$ cat src/rtl/itoa_pkg.sv
package itoa_pkg;

  localparam int unsigned WORD_W        = 32;
  localparam int unsigned DIGIT_W       = 4;
  localparam int unsigned NUM_DIGITS    = 10;
  localparam int unsigned HEX_DIGITS    = 8;
  localparam int unsigned BITS_PER_STEP = 4;
  localparam int unsigned CONV_STEPS    = WORD_W / BITS_PER_STEP;
  localparam int unsigned QUEUE_DEPTH   = 2;
  localparam int unsigned IDX_W         = $clog2(NUM_DIGITS);

  localparam logic [7:0] CHAR_ZERO  = 8'h30;
  localparam logic [7:0] CHAR_A     = 8'h41;
  localparam logic [7:0] CHAR_MINUS = 8'h2D;
  localparam logic [DIGIT_W-1:0] DEC_BASE = 4'd10;

  typedef struct packed {
    logic              cmd;
    logic [WORD_W-1:0] value;
  } item_t;

  typedef struct packed {
    logic [7:0] char_code;
    logic       last;
  } result_t;

  typedef struct packed {
    logic                                 hex;
    logic                                 neg;
    logic [NUM_DIGITS-1:0][DIGIT_W-1:0]   digits;
    logic [IDX_W-1:0]                     ndig;
  } entry_t;

  typedef struct packed {
    logic valid;
    logic full;
  } qwr_t;

endpackage

$ cat src/rtl/itoa_front.sv
module itoa_front import itoa_pkg::*; (
  input  logic   clk_i,
  input  logic   rst_ni,
  input  logic   push,
  output logic   full,
  input  item_t  item_i,
  input  logic   q_full_i,
  output logic   q_push_o,
  output entry_t entry_o
);

  typedef enum logic [2:0] {
    F_IDLE = 3'b001,
    F_CONV = 3'b010,
    F_PUSH = 3'b100
  } fstate_e;

  localparam int unsigned CNT_W = $clog2(CONV_STEPS);
  localparam int unsigned BCD_W = NUM_DIGITS * DIGIT_W;

  fstate_e           state_q, state_d;
  logic [CNT_W-1:0]  cnt_q, cnt_d;
  logic [WORD_W-1:0] mag_q, mag_d;
  logic [BCD_W-1:0]  bcd_q, bcd_d;
  logic              hex_q, hex_d;
  logic              neg_q, neg_d;
  logic              accept;
  logic              item_neg;

  function automatic logic [BCD_W-1:0] dd_step(logic [BCD_W-1:0] bcd, logic b);
    logic [BCD_W-1:0] adj;
    adj = bcd;
    for (int i = 0; i < NUM_DIGITS; i++) begin
      if (adj[i*DIGIT_W +: DIGIT_W] >= 4'd5) begin
        adj[i*DIGIT_W +: DIGIT_W] = adj[i*DIGIT_W +: DIGIT_W] + 4'd3;
      end
    end
    return {adj[BCD_W-2:0], b};
  endfunction

  assign full     = (state_q != F_IDLE);
  assign accept   = push && (state_q == F_IDLE);
  assign item_neg = !item_i.cmd && item_i.value[WORD_W-1];
  assign q_push_o = (state_q == F_PUSH);

  always_comb begin
    logic [BCD_W-1:0] b;
    state_d = state_q;
    cnt_d   = cnt_q;
    mag_d   = mag_q;
    bcd_d   = bcd_q;
    hex_d   = hex_q;
    neg_d   = neg_q;
    b       = bcd_q;
    case (state_q)
      F_IDLE: begin
        if (accept) begin
          hex_d = item_i.cmd;
          neg_d = item_neg;
          cnt_d = '0;
          if (item_i.cmd) begin
            bcd_d   = {{(BCD_W-WORD_W){1'b0}}, item_i.value};
            state_d = F_PUSH;
          end else begin
            mag_d   = item_neg ? (~item_i.value + WORD_W'(1)) : item_i.value;
            bcd_d   = '0;
            state_d = F_CONV;
          end
        end
      end
      F_CONV: begin
        for (int k = 0; k < BITS_PER_STEP; k++) begin
          b = dd_step(b, mag_q[WORD_W-1-k]);
        end
        bcd_d = b;
        mag_d = mag_q << BITS_PER_STEP;
        cnt_d = cnt_q + CNT_W'(1);
        if (cnt_q == CNT_W'(CONV_STEPS - 1)) begin
          state_d = F_PUSH;
        end
      end
      F_PUSH: begin
        if (!q_full_i) begin
          state_d = F_IDLE;
        end
      end
      default: state_d = F_IDLE;
    endcase
  end

  always_comb begin
    entry_o.hex    = hex_q;
    entry_o.neg    = neg_q;
    entry_o.digits = bcd_q;
    entry_o.ndig   = '0;
    for (int i = 1; i < NUM_DIGITS; i++) begin
      if (bcd_q[i*DIGIT_W +: DIGIT_W] != '0) begin
        entry_o.ndig = IDX_W'(i);
      end
    end
  end

  always_ff @(posedge clk_i or negedge rst_ni) begin
    if (!rst_ni) begin
      state_q <= F_IDLE;
    end else begin
      state_q <= state_d;
    end
  end

  always_ff @(posedge clk_i) begin
    cnt_q <= cnt_d;
    mag_q <= mag_d;
    bcd_q <= bcd_d;
    hex_q <= hex_d;
    neg_q <= neg_d;
  end

endmodule

$ cat src/rtl/itoa_queue.sv
module itoa_queue import itoa_pkg::*; (
  input  logic   clk_i,
  input  logic   rst_ni,
  input  logic   wr_valid_i,
  input  entry_t wr_data_i,
  output qwr_t   wr_stat_o,
  input  logic   rd_pop_i,
  output logic   rd_empty_o,
  output entry_t rd_data_o
);

  localparam int unsigned PTR_W = (QUEUE_DEPTH > 1) ? $clog2(QUEUE_DEPTH) : 1;
  localparam int unsigned CNT_W = $clog2(QUEUE_DEPTH + 1);

  entry_t           mem_q [QUEUE_DEPTH];
  logic [PTR_W-1:0] wr_ptr_q, rd_ptr_q;
  logic [CNT_W-1:0] cnt_q;
  logic             do_wr, do_rd;

  assign wr_stat_o.full  = (cnt_q == CNT_W'(QUEUE_DEPTH));
  assign wr_stat_o.valid = wr_valid_i;
  assign rd_empty_o      = (cnt_q == '0);
  assign rd_data_o       = mem_q[rd_ptr_q];
  assign do_wr           = wr_valid_i && !wr_stat_o.full;
  assign do_rd           = rd_pop_i && !rd_empty_o;

  always_ff @(posedge clk_i or negedge rst_ni) begin
    if (!rst_ni) begin
      wr_ptr_q <= '0;
      rd_ptr_q <= '0;
      cnt_q    <= '0;
    end else begin
      if (do_wr) begin
        wr_ptr_q <= (wr_ptr_q == PTR_W'(QUEUE_DEPTH - 1)) ? '0 : wr_ptr_q + PTR_W'(1);
      end
      if (do_rd) begin
        rd_ptr_q <= (rd_ptr_q == PTR_W'(QUEUE_DEPTH - 1)) ? '0 : rd_ptr_q + PTR_W'(1);
      end
      case ({do_wr, do_rd})
        2'b10:   cnt_q <= cnt_q + CNT_W'(1);
        2'b01:   cnt_q <= cnt_q - CNT_W'(1);
        default: cnt_q <= cnt_q;
      endcase
    end
  end

  always_ff @(posedge clk_i) begin
    if (do_wr) begin
      mem_q[wr_ptr_q] <= wr_data_i;
    end
  end

endmodule

$ cat src/rtl/itoa_back.sv
module itoa_back import itoa_pkg::*; (
  input  logic    clk_i,
  input  logic    rst_ni,
  input  logic    q_empty_i,
  input  entry_t  q_data_i,
  output logic    q_pop_o,
  output logic    empty,
  input  logic    pop,
  output result_t result_o
);

  logic                               busy_q, busy_d;
  logic                               sign_q, sign_d;
  logic                               hex_q;
  logic [IDX_W-1:0]                   idx_q, idx_d;
  logic [NUM_DIGITS-1:0][DIGIT_W-1:0] digits_q;
  logic                               out_valid_q, out_valid_d;
  result_t                            out_q;
  logic                               load, advance, last_char;
  logic [DIGIT_W-1:0]                 cur_digit;
  logic [7:0]                         cur_char;

  assign load      = !busy_q && !q_empty_i;
  assign q_pop_o   = load;
  assign advance   = busy_q && (!out_valid_q || pop);
  assign cur_digit = digits_q[idx_q];
  assign last_char = !sign_q && (idx_q == '0);

  always_comb begin
    if (sign_q) begin
      cur_char = CHAR_MINUS;
    end else if (hex_q && (cur_digit >= DEC_BASE)) begin
      cur_char = CHAR_A + 8'({4'b0, cur_digit - DEC_BASE});
    end else begin
      cur_char = CHAR_ZERO + 8'({4'b0, cur_digit});
    end
  end

  always_comb begin
    busy_d      = busy_q;
    sign_d      = sign_q;
    idx_d       = idx_q;
    out_valid_d = out_valid_q;
    if (out_valid_q && pop) begin
      out_valid_d = 1'b0;
    end
    if (load) begin
      busy_d = 1'b1;
      sign_d = q_data_i.neg;
      idx_d  = q_data_i.ndig;
    end else if (advance) begin
      out_valid_d = 1'b1;
      if (sign_q) begin
        sign_d = 1'b0;
      end else if (idx_q == '0) begin
        busy_d = 1'b0;
      end else begin
        idx_d = idx_q - IDX_W'(1);
      end
    end
  end

  always_ff @(posedge clk_i or negedge rst_ni) begin
    if (!rst_ni) begin
      busy_q      <= 1'b0;
      sign_q      <= 1'b0;
      idx_q       <= '0;
      out_valid_q <= 1'b0;
    end else begin
      busy_q      <= busy_d;
      sign_q      <= sign_d;
      idx_q       <= idx_d;
      out_valid_q <= out_valid_d;
    end
  end

  always_ff @(posedge clk_i) begin
    if (load) begin
      hex_q    <= q_data_i.hex;
      digits_q <= q_data_i.digits;
    end
    if (advance) begin
      out_q.char_code <= cur_char;
      out_q.last      <= last_char;
    end
  end

  assign empty    = !out_valid_q;
  assign result_o = out_q;

endmodule

$ cat src/rtl/integer_to_ascii.sv
// Converts a 32-bit word to ASCII text, one character per result transfer, most
// significant first, with last set on the final character. cmd = 0 reads the word
// as signed and gives decimal with a leading '-' when negative; cmd = 1 gives
// unsigned uppercase hexadecimal. Leading zeros are dropped and zero gives "0".
// The front takes a decimal item through an accept step, shift-and-add-3 BCD
// conversion at four bits per cycle and a hand-off of the digits to a two-entry
// queue, held while the queue is full; a hexadecimal item goes straight from
// accept to hand-off. The front takes no new item until the last is handed off.
// The back drains the queue at one character per cycle while pop is held high,
// plus a load step per entry. Sustained throughput is the slower of the two sides.
module integer_to_ascii import itoa_pkg::*; (
  input  logic    clk_i,
  input  logic    rst_ni,
  input  logic    push,
  output logic    full,
  input  item_t   item_i,
  output logic    empty,
  input  logic    pop,
  output result_t result_o
);

  entry_t f_entry, q_entry;
  logic   f_push, q_empty, q_pop;
  qwr_t   q_stat;

  itoa_front u_front (
    .clk_i    (clk_i),
    .rst_ni   (rst_ni),
    .push     (push),
    .full     (full),
    .item_i   (item_i),
    .q_full_i (q_stat.full),
    .q_push_o (f_push),
    .entry_o  (f_entry)
  );

  itoa_queue u_queue (
    .clk_i      (clk_i),
    .rst_ni     (rst_ni),
    .wr_valid_i (f_push),
    .wr_data_i  (f_entry),
    .wr_stat_o  (q_stat),
    .rd_pop_i   (q_pop),
    .rd_empty_o (q_empty),
    .rd_data_o  (q_entry)
  );

  itoa_back u_back (
    .clk_i     (clk_i),
    .rst_ni    (rst_ni),
    .q_empty_i (q_empty),
    .q_data_i  (q_entry),
    .q_pop_o   (q_pop),
    .empty     (empty),
    .pop       (pop),
    .result_o  (result_o)
  );

endmodule

$ cat config.mk
export PLATFORM = sky130hd
export DESIGN_NAME = integer_to_ascii
export DESIGN_NICKNAME = d
export VERILOG_FILES = /design/src/rtl/itoa_pkg.sv /design/src/rtl/itoa_front.sv /design/src/rtl/itoa_queue.sv /design/src/rtl/itoa_back.sv /design/src/rtl/integer_to_ascii.sv
export SDC_FILE = /design/constraint.sdc
export NUM_CORES = 1
export LEC_CHECK = 0
export ABC_AREA = 1
export BUFFER_PORTS_ARGS = -buffer_cell sky130_fd_sc_hd__buf_2
export CORE_MARGIN = 2
export CORE_UTILIZATION = 60
export DETAILED_ROUTE_END_ITERATION = 8
export PLACE_DENSITY = 0.78
export REMOVE_ABC_BUFFERS = 1
export SLEW_MARGIN = 25
export SYNTH_ARGS = -nofsm -noshare
export SYNTH_HDL_FRONTEND = slang
export SYNTH_HIERARCHICAL = 1
export SYNTH_SLANG_ARGS = --single-unit
export TNS_END_PERCENT = 100
$ cat constraint.sdc
create_clock -name clk_i -period 7.6 [get_ports clk_i]
set_clock_uncertainty 0.2 [all_clocks]
set_input_delay 1.14 -clock clk_i [delete_from_list [all_inputs] [get_ports clk_i]]
set_output_delay 1.14 -clock clk_i [all_outputs]
set_load 0.03 [all_outputs]
==> metrics.md, run 1 <==
| Metric | Value |
|---|---|
| DP HPWL | 21.44 mm |
| Slew Limit Headroom | 0.3402 |
| DRT antenna net count | 0 |
| Routability-driven placement congestion ratio | 0.8465 |
| Initial antenna violation count | 0 |
| Die Height | 160.1 um |
| Req. time, crit path | 7.62 ns |
| RSZ-0062 raised after global routing | no |
| WL/cell | 14.12 um |
| Vias in the first global route | 10.91k |
| Post-Route WL | 29.99 mm |
| Crit share post-route | 0.5744 |
| Core ar. | 0.02411 mm^2 |
| Overflow after GRT | 0 |
| Share of post-route cells with drive strength above 1 | 0.1639 |
| Critical path fanouts, max | 6 |
| Routed vias/inst | 5.345 |
| Max cap viols | 0 |
| Worst Tran Pin Value | 0.9897 ns |
| Nets@finish | 1869 |
| Final Hold Vio Count | 0 |
| Vias | 11.35k |
| R2R Setup Slk | 3.23 ns |
| Ant diodes | 0 |
| Slowest stage cell, crit path | edfxtp_1 |
| Clock Path Buffers | 3 |
| CP arrival | 4.39 ns |
| Crit end category | register |
| CP cell instances | ha_1, nor2_1, nand2_1, nand2_2, xor2_2, ha_1, inv_1, or2_2, nand3_1, nand2_2, o211ai_1, xor2_1, inv_1, ha_1, inv_1, o21ai_1, nand2_1, xnor2_1, ha_1, inv_1, o21ai_2, nand2_1, nand2_1, a21oi_1 |
| Synth Cell Area | 0.01461 mm^2 |
| Post-cts sizing count | 0 |
| Largest net degree at the start of global routing | 90 |
| DRT iter0 DRCs | 774 |
| Post-CTS setup repair buffer count | 0 |
| Hold Crit Class | reg -> reg |
| Synth Area per Inst | 8.426 um^2 |
| IO Pins | 48 |
| Gate Count Post-Synth | 1734 |
| Drt pass-1 iters | 5 |
| Area Growth Syn to Fin | 9.068% |
| CTS sink cnt | 232 |
| CTS tree | built |
| Endpoints failing setup | 0 |
| # fillers | 1965 |
| Clk root buf | clkbuf_16 |
| Worst-Skew Late Latency | 0.52 ns |
| Port buffer count | 46 |
| First-pass GRT wire length | 50.54 mm |
| H-tree Lvls | 1 |
| CP startpoint kind | register |
| Synth Warn # | 6 |
| Post-CTS Hold Fix Bufs | 0 |
| Fmax achieved | 229.1 MHz |
| Status | finished clean |
| Rows | 57 |
| Max-slew violation count | 0 |
| CTS buffer count | 26 |
| Kind of critical path | reg -> reg |
| Initial Utilization | 0.6061 |
| Min Tclk post-route | 4.365 ns |
| Crit path largest cell delay | 0.50 ns |
| Post-route DRC violation count | 0 |
| Clk slew on worst S/H paths | 0.06 ns |
| Die ar. | 0.02562 mm^2 |
| Die Span X | 160.1 um |
| Core Util, Final | 0.6611 |
| Overall Global Routing Usage | 0.2380 |
routing by layer:
| layer | wire length, um | global-route usage | vias up | share of wire |
|---|---|---|---|---|
| met4 | 538 | 0.06020 | 0 | 0.018 |
| met3 | 1668 | 0.03065 | 45 | 0.056 |
| li1 | - | - | 5784 | - |
| met1 | 13030 | 0.3091 | 5244 | 0.43 |
| met5 | 0 | 0 | - | 0 |
| met2 | 14760 | 0.4242 | 280 | 0.49 |
worst max-delay path: cells and delay by family, from the launching register on:
family	cells	cell delay, ns
compound gates	4	0.45
buf+inv	4	0.27
fa+ha+maj	4	0.92
flops	1	0.50
simple gates	9	0.99
xor+xnor	3	0.73
final timing paths:
kind	start	end	depth (start not counted)
setup / recovery	u_front/bcd_q[32]	u_front/bcd_q[37]	24
hold / removal	u_queue/cnt_q[1]	u_queue/cnt_q[1]	2
setup reg to reg	u_front/bcd_q[32]	u_front/bcd_q[37]	24
hold reg to reg	u_queue/cnt_q[1]	u_queue/cnt_q[1]	2
max in group asynchronous	rst_ni	u_front/state_q[0]	1
min in group asynchronous	rst_ni	u_queue/cnt_q[1]	1
final cells by class:
cell class                 count  area, um^2  area share
multi-input combinational   1239        6598      0.4140
sequential                   232        6898      0.4328
clock inverter                14       147.6    0.009264
tap                          324       405.4     0.02544
clock buffer                  34       711.9     0.04467
timing repair buffer          54       290.3     0.01821
inverter                     227       885.9     0.05559
cells in the final DEF, fill, tap and decap left out, types with 8 or more instances in the layout:
cell type / instances
nand2_1: 570
edfxtp_1: 218
inv_1: 196
nand3_1: 136
nor2_1: 85
nand2_2: 80
o21ai_0: 55
ha_1: 52
buf_2: 46
nand4_1: 32
nand3_2: 30
a21oi_1: 28
inv_2: 28
clkbuf_16: 27
xor2_1: 22
o21ai_1: 22
nand2_4: 14
dfrtp_1: 13
nor3_1: 11
o21ai_2: 11
o211ai_1: 9
buf_4: 8
nor2_2: 8
xnor2_1: 8
flip-flops by register name, summed over array words and instances (netlist names), 2 cells and up:
register and cells:
u_back/result_o 8, u_queue/mem_q 92, u_front/cnt_q 3, u_front/bcd_q 40
u_front/state_q 3, u_front/mag_q 32, u_queue/cnt_q 2, u_back/digits_q 40
u_back/idx_q 4
through the flow:
step	cell area [um^2]	hold slack (ns)	worst slack (ns)	setup TNS (ns)	cells
floorplan	14350	0.2215	-1.004	-69.74	1698
global placement	15080	0.2597	3.567	0	2076
detailed placement	15080	0.2636	3.310	0	2076
CTS	15940	0.2820	3.282	0	2124
global route	15940	0.3076	2.923	0	2124
finish	15940	0.2866	3.235	0	2124
Power of run 1 is left out: the tool's default activity adds up to more than one toggle a clock period on the data nets, which glitch-free logic cannot reach.
==> inputs of run 2 (changes only) <==
- clock period: 7.6 -> 4.52 ns (I/O delays scaled with it)
==> metrics.md, run 2 (synthesized netlist as in run 1, its figures left out) <==
| Metric | Value |
|---|---|
| Crit share post-route | 0.9584 (+0.3840) |
| Top flop regs | u_queue/mem_q (92), u_back/digits_q (40), u_front/bcd_q (40) |
| Critical path fanouts, max | 4 (-2) |
| Family with the most delay on the worst path | simple AND/OR/NAND/NOR gates |
| Placed insts | 2079 (+0.14%) |
| Share of post-route cells with drive strength above 1 | 0.1684 (+0.004532) |
| Endpoints failing setup | 0 (unchanged) |
| Slowest stage cell, crit path | edfxtp_1 |
| Max-slew violation count | 0 (unchanged) |
| Rows | 57 (unchanged) |
| Fin cells | 2129 (+0.24%) |
| Cell area after placement | 0.01510 mm^2 (+0.15%) |
| Final Hold Vio Count | 0 (unchanged) |
| Initial Utilization | 0.6061 (unchanged) |
| First-pass GRT wire length | 49.52 mm (-2.0%) |
| Die Height | 160.1 um (unchanged) |
| CTS tree | built |
| Clock Path Buffers | 3 (unchanged) |
| WL/cell | 13.98 um (-0.98%) |
| Crit end category | register |
| Largest net degree at the start of global routing | 89 (-1.1%) |
| Vias | 11.47k (+1.0%) |
| Kind of critical path | reg -> reg |
| Drt pass-1 iters | 6 (+1) |
| Worst path most repeated cell | inv_1 |
| Die Span X | 160.1 um (unchanged) |
| Hold Crit Class | in -> reg |
| Top reg by flops | u_queue/mem_q |
| Overflow after GRT | 0 (unchanged) |
| Worst path buffer plus inverter count | 6 (+2) |
| Slew Limit Headroom | 0.3088 (-0.03144) |
| Initial antenna violation count | 0 (unchanged) |
| Overall Global Routing Usage | 0.2326 (-0.005437) |
| Clk slew on worst S/H paths | 0.06 ns (about the same) |
| Post-route DRC violation count | 0 (unchanged) |
| IO Pins | 48 (unchanged) |
| Min Tclk post-route | 4.332 ns (-0.03343 ns) |
| DRT antenna net count | 0 (unchanged) |
| Core ar. | 0.02411 mm^2 (unchanged) |
| Die ar. | 0.02562 mm^2 (unchanged) |
| H-tree Lvls | 1 (unchanged) |
| Multi-input gate area | 0.006624 mm^2 (+0.40%) |
| Design area | 0.01602 mm^2 (+0.50%) |
| CTS buffer count | 25 (-3.8%) |
| Sequential cell area | 0.006898 mm^2 (unchanged) |
| Vias in the first global route | 10.73k (-1.6%) |
| Setup Total Neg Slack | 0 ns (unchanged) |
| Ant diodes | 0 (unchanged) |
| CTS sink cnt | 232 (unchanged) |
| CP arrival | 4.36 ns (-0.03 ns) |
| Core Util, Final | 0.6644 (+0.003322) |
| Area Growth Syn to Fin | 9.616% |
| Routed vias/inst | 5.388 (+0.80%) |
| CP startpoint kind | register |
| Nets@finish | 1876 (+0.37%) |
| Most frequent cells in the layout | nand2_1, edfxtp_1, inv_1, nand3_1, nor2_1 |
| Fmax achieved | 230.8 MHz (+0.77%) |
| Worst Tran Pin Value | 1.034 ns (+0.04470 ns) |
| # fillers | 1975 (+0.51%) |
| Req. time, crit path | 4.55 ns (-3.07 ns) |
| DP HPWL | 21.41 mm (-0.15%) |
| Commonest non-fill, non-tap cell in the layout | nand2_1 |
| Clk root buf | clkbuf_16 |
| DRT iter0 DRCs | 729 (-5.8%) |
| Max reg flops | 92 (unchanged) |
| Worst-Skew Late Latency | 0.53 ns (about the same) |
| Port buffer count | 46 (unchanged) |
| Post-Route WL | 29.77 mm (-0.74%) |
| Crit path largest cell delay | 0.43 ns (-0.07 ns) |
| Max cap viols | 0 (unchanged) |
| Routability-driven placement congestion ratio | 0.8653 (+2.2%) |
| Status | finished clean |
run 2: cell types whose count changed in the layout (fill, tap and decap cells not counted), sizes merged:
cell,change
buf,+7
clkinvlp,+3
clkinv,-3
clkbuf,-6
inv,+2
bufinv,+1
dlygate4sd3,+1
run 2: worst min-delay path, delay by kind of cell:
family / cells / cell delay, ns
simple gates: 2 / 0.14
buf+inv: 1 / 0.07
run 2: path summary, 6_finish.rpt:
kind | end | slack (ns) | depth (start not counted) | start
worst max register to register | u_front/bcd_q[37] | 0.19 | 25 | u_front/bcd_q[29]
worst min-delay path | u_back/out_valid_q | 0.20 | 3 | pop
worst max-delay path | u_front/bcd_q[37] | 0.19 | 25 | u_front/bcd_q[29]
worst min register to register | u_queue/cnt_q[1] | 0.29 | 2 | u_queue/cnt_q[1]
min in group asynchronous | u_queue/cnt_q[1] | 0.38 | 2 | rst_ni
max in group asynchronous | u_front/state_q[0] | 3.45 | 2 | rst_ni
run 2: per-layer routing:
layer | share of wire | vias to the layer above | global-route usage
met2 | 0.49 | 276 | 0.4166
met5 | 0 | - | 0
met3 | 0.048 | 41 | 0.02779
met4 | 0.022 | 0 | 0.05815
met1 | 0.44 | 5370 | 0.3019
li1 | - | 5784 | -
run 2: final cells by class:
type,instances,area share
Sequential cell,232,0.4307
Multi-Input combinational cell,1239,0.4136
Inverter,227,0.05531
Clock buffer,28,0.03976
Tap cell,324,0.02531
Timing Repair Buffer,62,0.02203
Clock inverter,17,0.01336
run 2: what timing repair did:
item                       in CTS  in global routing
hold buffers                    1                  0
resized for setup               0                  3
hold endpoints to repair       13                  0
setup endpoints to repair       0                  2
setup buffers                   0                  4
run 2: per-stage QoR:
| step | hold slack (ns) | setup WS (ns) |
|---|---|---|
| floorplan | 0.1824 | -4.084 |
| detailed placement | 0.2668 | 0.2637 |
| finish | 0.2037 | 0.1882 |
| global placement | 0.2583 | 0.4859 |
| global route | 0.2228 | -0.06243 |
| CTS | 0.1935 | 0.2209 |
Power of run 2 is left out for the same reason.
==> inputs of run 3 (changes only) <==
- GPL_TIMING_DRIVEN: unset -> 0
==> metrics.md, run 3 (synthesized netlist as in run 1, its figures left out) <==
| Metric | Value |
|---|---|
| CTS tree | built |
| Overall Global Routing Usage | 0.2394 (+0.006771) |
| CTS sink cnt | 232 (unchanged) |
| Initial antenna violation count | 0 (unchanged) |
| CP startpoint kind | register |
| Met3 Usage GRT | 0.02987 (+0.002078) |
| CP arrival | 4.21 ns (-0.15 ns) |
| Top flop regs | u_queue/mem_q (92), u_back/digits_q (40), u_front/bcd_q (40) |
| # fillers | 1932 (-2.2%) |
| Endpoints failing setup | 0 (unchanged) |
| Max-slew violation count | 0 (unchanged) |
| Nets@finish | 1881 (+0.27%) |
| Req. time, crit path | 4.55 ns (about the same) |
| Hold Startpoint | pop |
| Fmax achieved | 239.1 MHz (+3.6%) |
| DRT iter0 DRCs | 784 (+7.5%) |
| Post-Route WL | 30.63 mm (+2.9%) |
| DP HPWL | 21.82 mm (+1.9%) |
| Top reg by flops | u_queue/mem_q |
| Slew Limit Headroom | 0.3660 (+0.05718) |
| Met1 global-route usage | 0.3135 (+0.01158) |
| Sequential cell area | 0.006899 mm^2 (about the same) |
| Routed vias/inst | 5.399 (+0.21%) |
| Clock Path Buffers | 3 (unchanged) |
| Vias in the first global route | 11.02k (+2.6%) |
| Area Growth Syn to Fin | 11.56% |
| Hold Crit Class | in -> reg |
| Largest net degree at the start of global routing | 48 (-46%) |
| Worst Slack Setup Final | 0.3383 ns (+0.1501 ns) |
| Die Height | 160.1 um (unchanged) |
| Clk root buf | clkbuf_16 |
| Initial Utilization | 0.6061 (unchanged) |
| Die Span X | 160.1 um (unchanged) |
| Ant diodes | 0 (unchanged) |
| CP Launch Point | u_front/bcd_q[32] |
| GRT met2 Usage | 0.4185 (+0.001968) |
| Pre-CTS WS | 0.2359 ns (-0.02789 ns) |
| Core ar. | 0.02411 mm^2 (unchanged) |
| Multi-input gate area | 0.006629 mm^2 (about the same) |
| First-pass GRT wire length | 50.83 mm (+2.6%) |
| CTS buffer count | 25 (unchanged) |
| Share of post-route cells with drive strength above 1 | 0.1723 (+0.003859) |
| Drt pass-1 iters | 6 (unchanged) |
| Worst-Skew Late Latency | 0.54 ns (about the same) |
| IO Pins | 48 (unchanged) |
| Most frequent cells in the layout | nand2_1, edfxtp_1, inv_1, nand3_1, nor2_1 |
| Port buffer count | 46 (unchanged) |
| Post-route DRC violation count | 0 (unchanged) |
| Critical path fanouts, max | 4 (unchanged) |
| Vias | 11.53k (+0.49%) |
| DRT antenna net count | 0 (unchanged) |
| Rows | 57 (unchanged) |
| Overflow after GRT | 0 (unchanged) |
| Kind of critical path | reg -> reg |
| Clk slew on worst S/H paths | 0.06 ns (about the same) |
| Worst Tran Pin Value | 0.9500 ns (-0.08435 ns) |
| Die ar. | 0.02562 mm^2 (unchanged) |
| Final Hold Vio Count | 0 (unchanged) |
| GR peak layer | met2 |
| Max cap viols | 0 (unchanged) |
| Min Tclk post-route | 4.182 ns (-0.1501 ns) |
| Reg-to-reg startpoint | u_front/bcd_q[32] |
| Crit share post-route | 0.9252 (-0.03322) |
| Routability-driven placement congestion ratio | 0.8552 (-1.2%) |
| Status | finished clean |
| H-tree Lvls | 1 (unchanged) |
| Crit end category | register |
| WL/cell | 14.35 um (+2.6%) |
| Max reg flops | 92 (unchanged) |
| Commonest non-fill, non-tap cell in the layout | nand2_1 |
[run 3: metal layers]
layer	part of all wire	routed length, um	vias to the layer above
li1	-	-	5806
met1	0.43	13260	5332
met2	0.48	14770	329
met3	0.056	1714	60
met4	0.029	880	0
met5	0	0	-
[run 3: metrics by stage]
stage | utilization | cell area (um^2) | cells | hold WS, ns | setup TNS, ns
floorplan | - | 14350 | 1698 | 0.1824 | -444.94
global placement | 0.6215 | 14980 | 2068 | 0.2611 | -1149.77
detailed placement | 0.6356 | 15320 | 2084 | 0.2728 | 0
CTS | 0.6741 | 16250 | 2131 | 0.1840 | 0
global route | 0.6762 | 16300 | 2135 | 0.2044 | -0.004647
finish | 0.6762 | 16300 | 2135 | 0.1960 | 0
[run 3: worst max-delay path, cell delays in order (launching register included)]
cell and delay (ns):
edfxtp_1 0.48, ha_1 0.24, nor2_1 0.09, nand2_1 0.07, nand2_2 0.10, xor2_2 0.22, ha_1 0.21, inv_1 0.05
or2_2 0.27, nand3_1 0.10, nand2_2 0.08, o211ai_1 0.16, xor2_2 0.27, inv_1 0.07, ha_1 0.22, inv_1 0.06
o21ai_1 0.06, nand2_1 0.13, xnor2_2 0.15, ha_1 0.19, inv_1 0.06, o21ai_2 0.17, nand2_1 0.07, nand2_1 0.07
a21oi_1 0.07
[run 3: timing repair]
item | 4_1_cts | 5_1_grt
hold buffers | 1 | 0
endpoints found under the setup margin | 0 | 3
endpoints found under the hold margin | 13 | 0
gates resized for setup | 0 | 3
buffers inserted | 0 | 4
[run 3: cell type report]
cell class / count / share of cell area
inverters: 227 / 0.05434
flip-flops and latches: 232 / 0.4232
well taps: 324 / 0.02487
clock inverters: 13 / 0.01489
repair buffers: 67 / 0.03454
multi-input cells: 1239 / 0.4067
clock buffers: 33 / 0.04145
[run 3: final timing paths]
path,endpoint,slack (ns),depth (start not counted)
max,u_front/bcd_q[37],0.34,24
min,u_back/out_valid_q,0.20,3
max reg2reg,u_front/bcd_q[37],0.34,24
min reg2reg,u_queue/cnt_q[1],0.28,2
max in group asynchronous,u_front/state_q[0],3.41,2
min in group asynchronous,u_queue/wr_ptr_q,0.39,2
Power of run 3 is left out for the same reason.
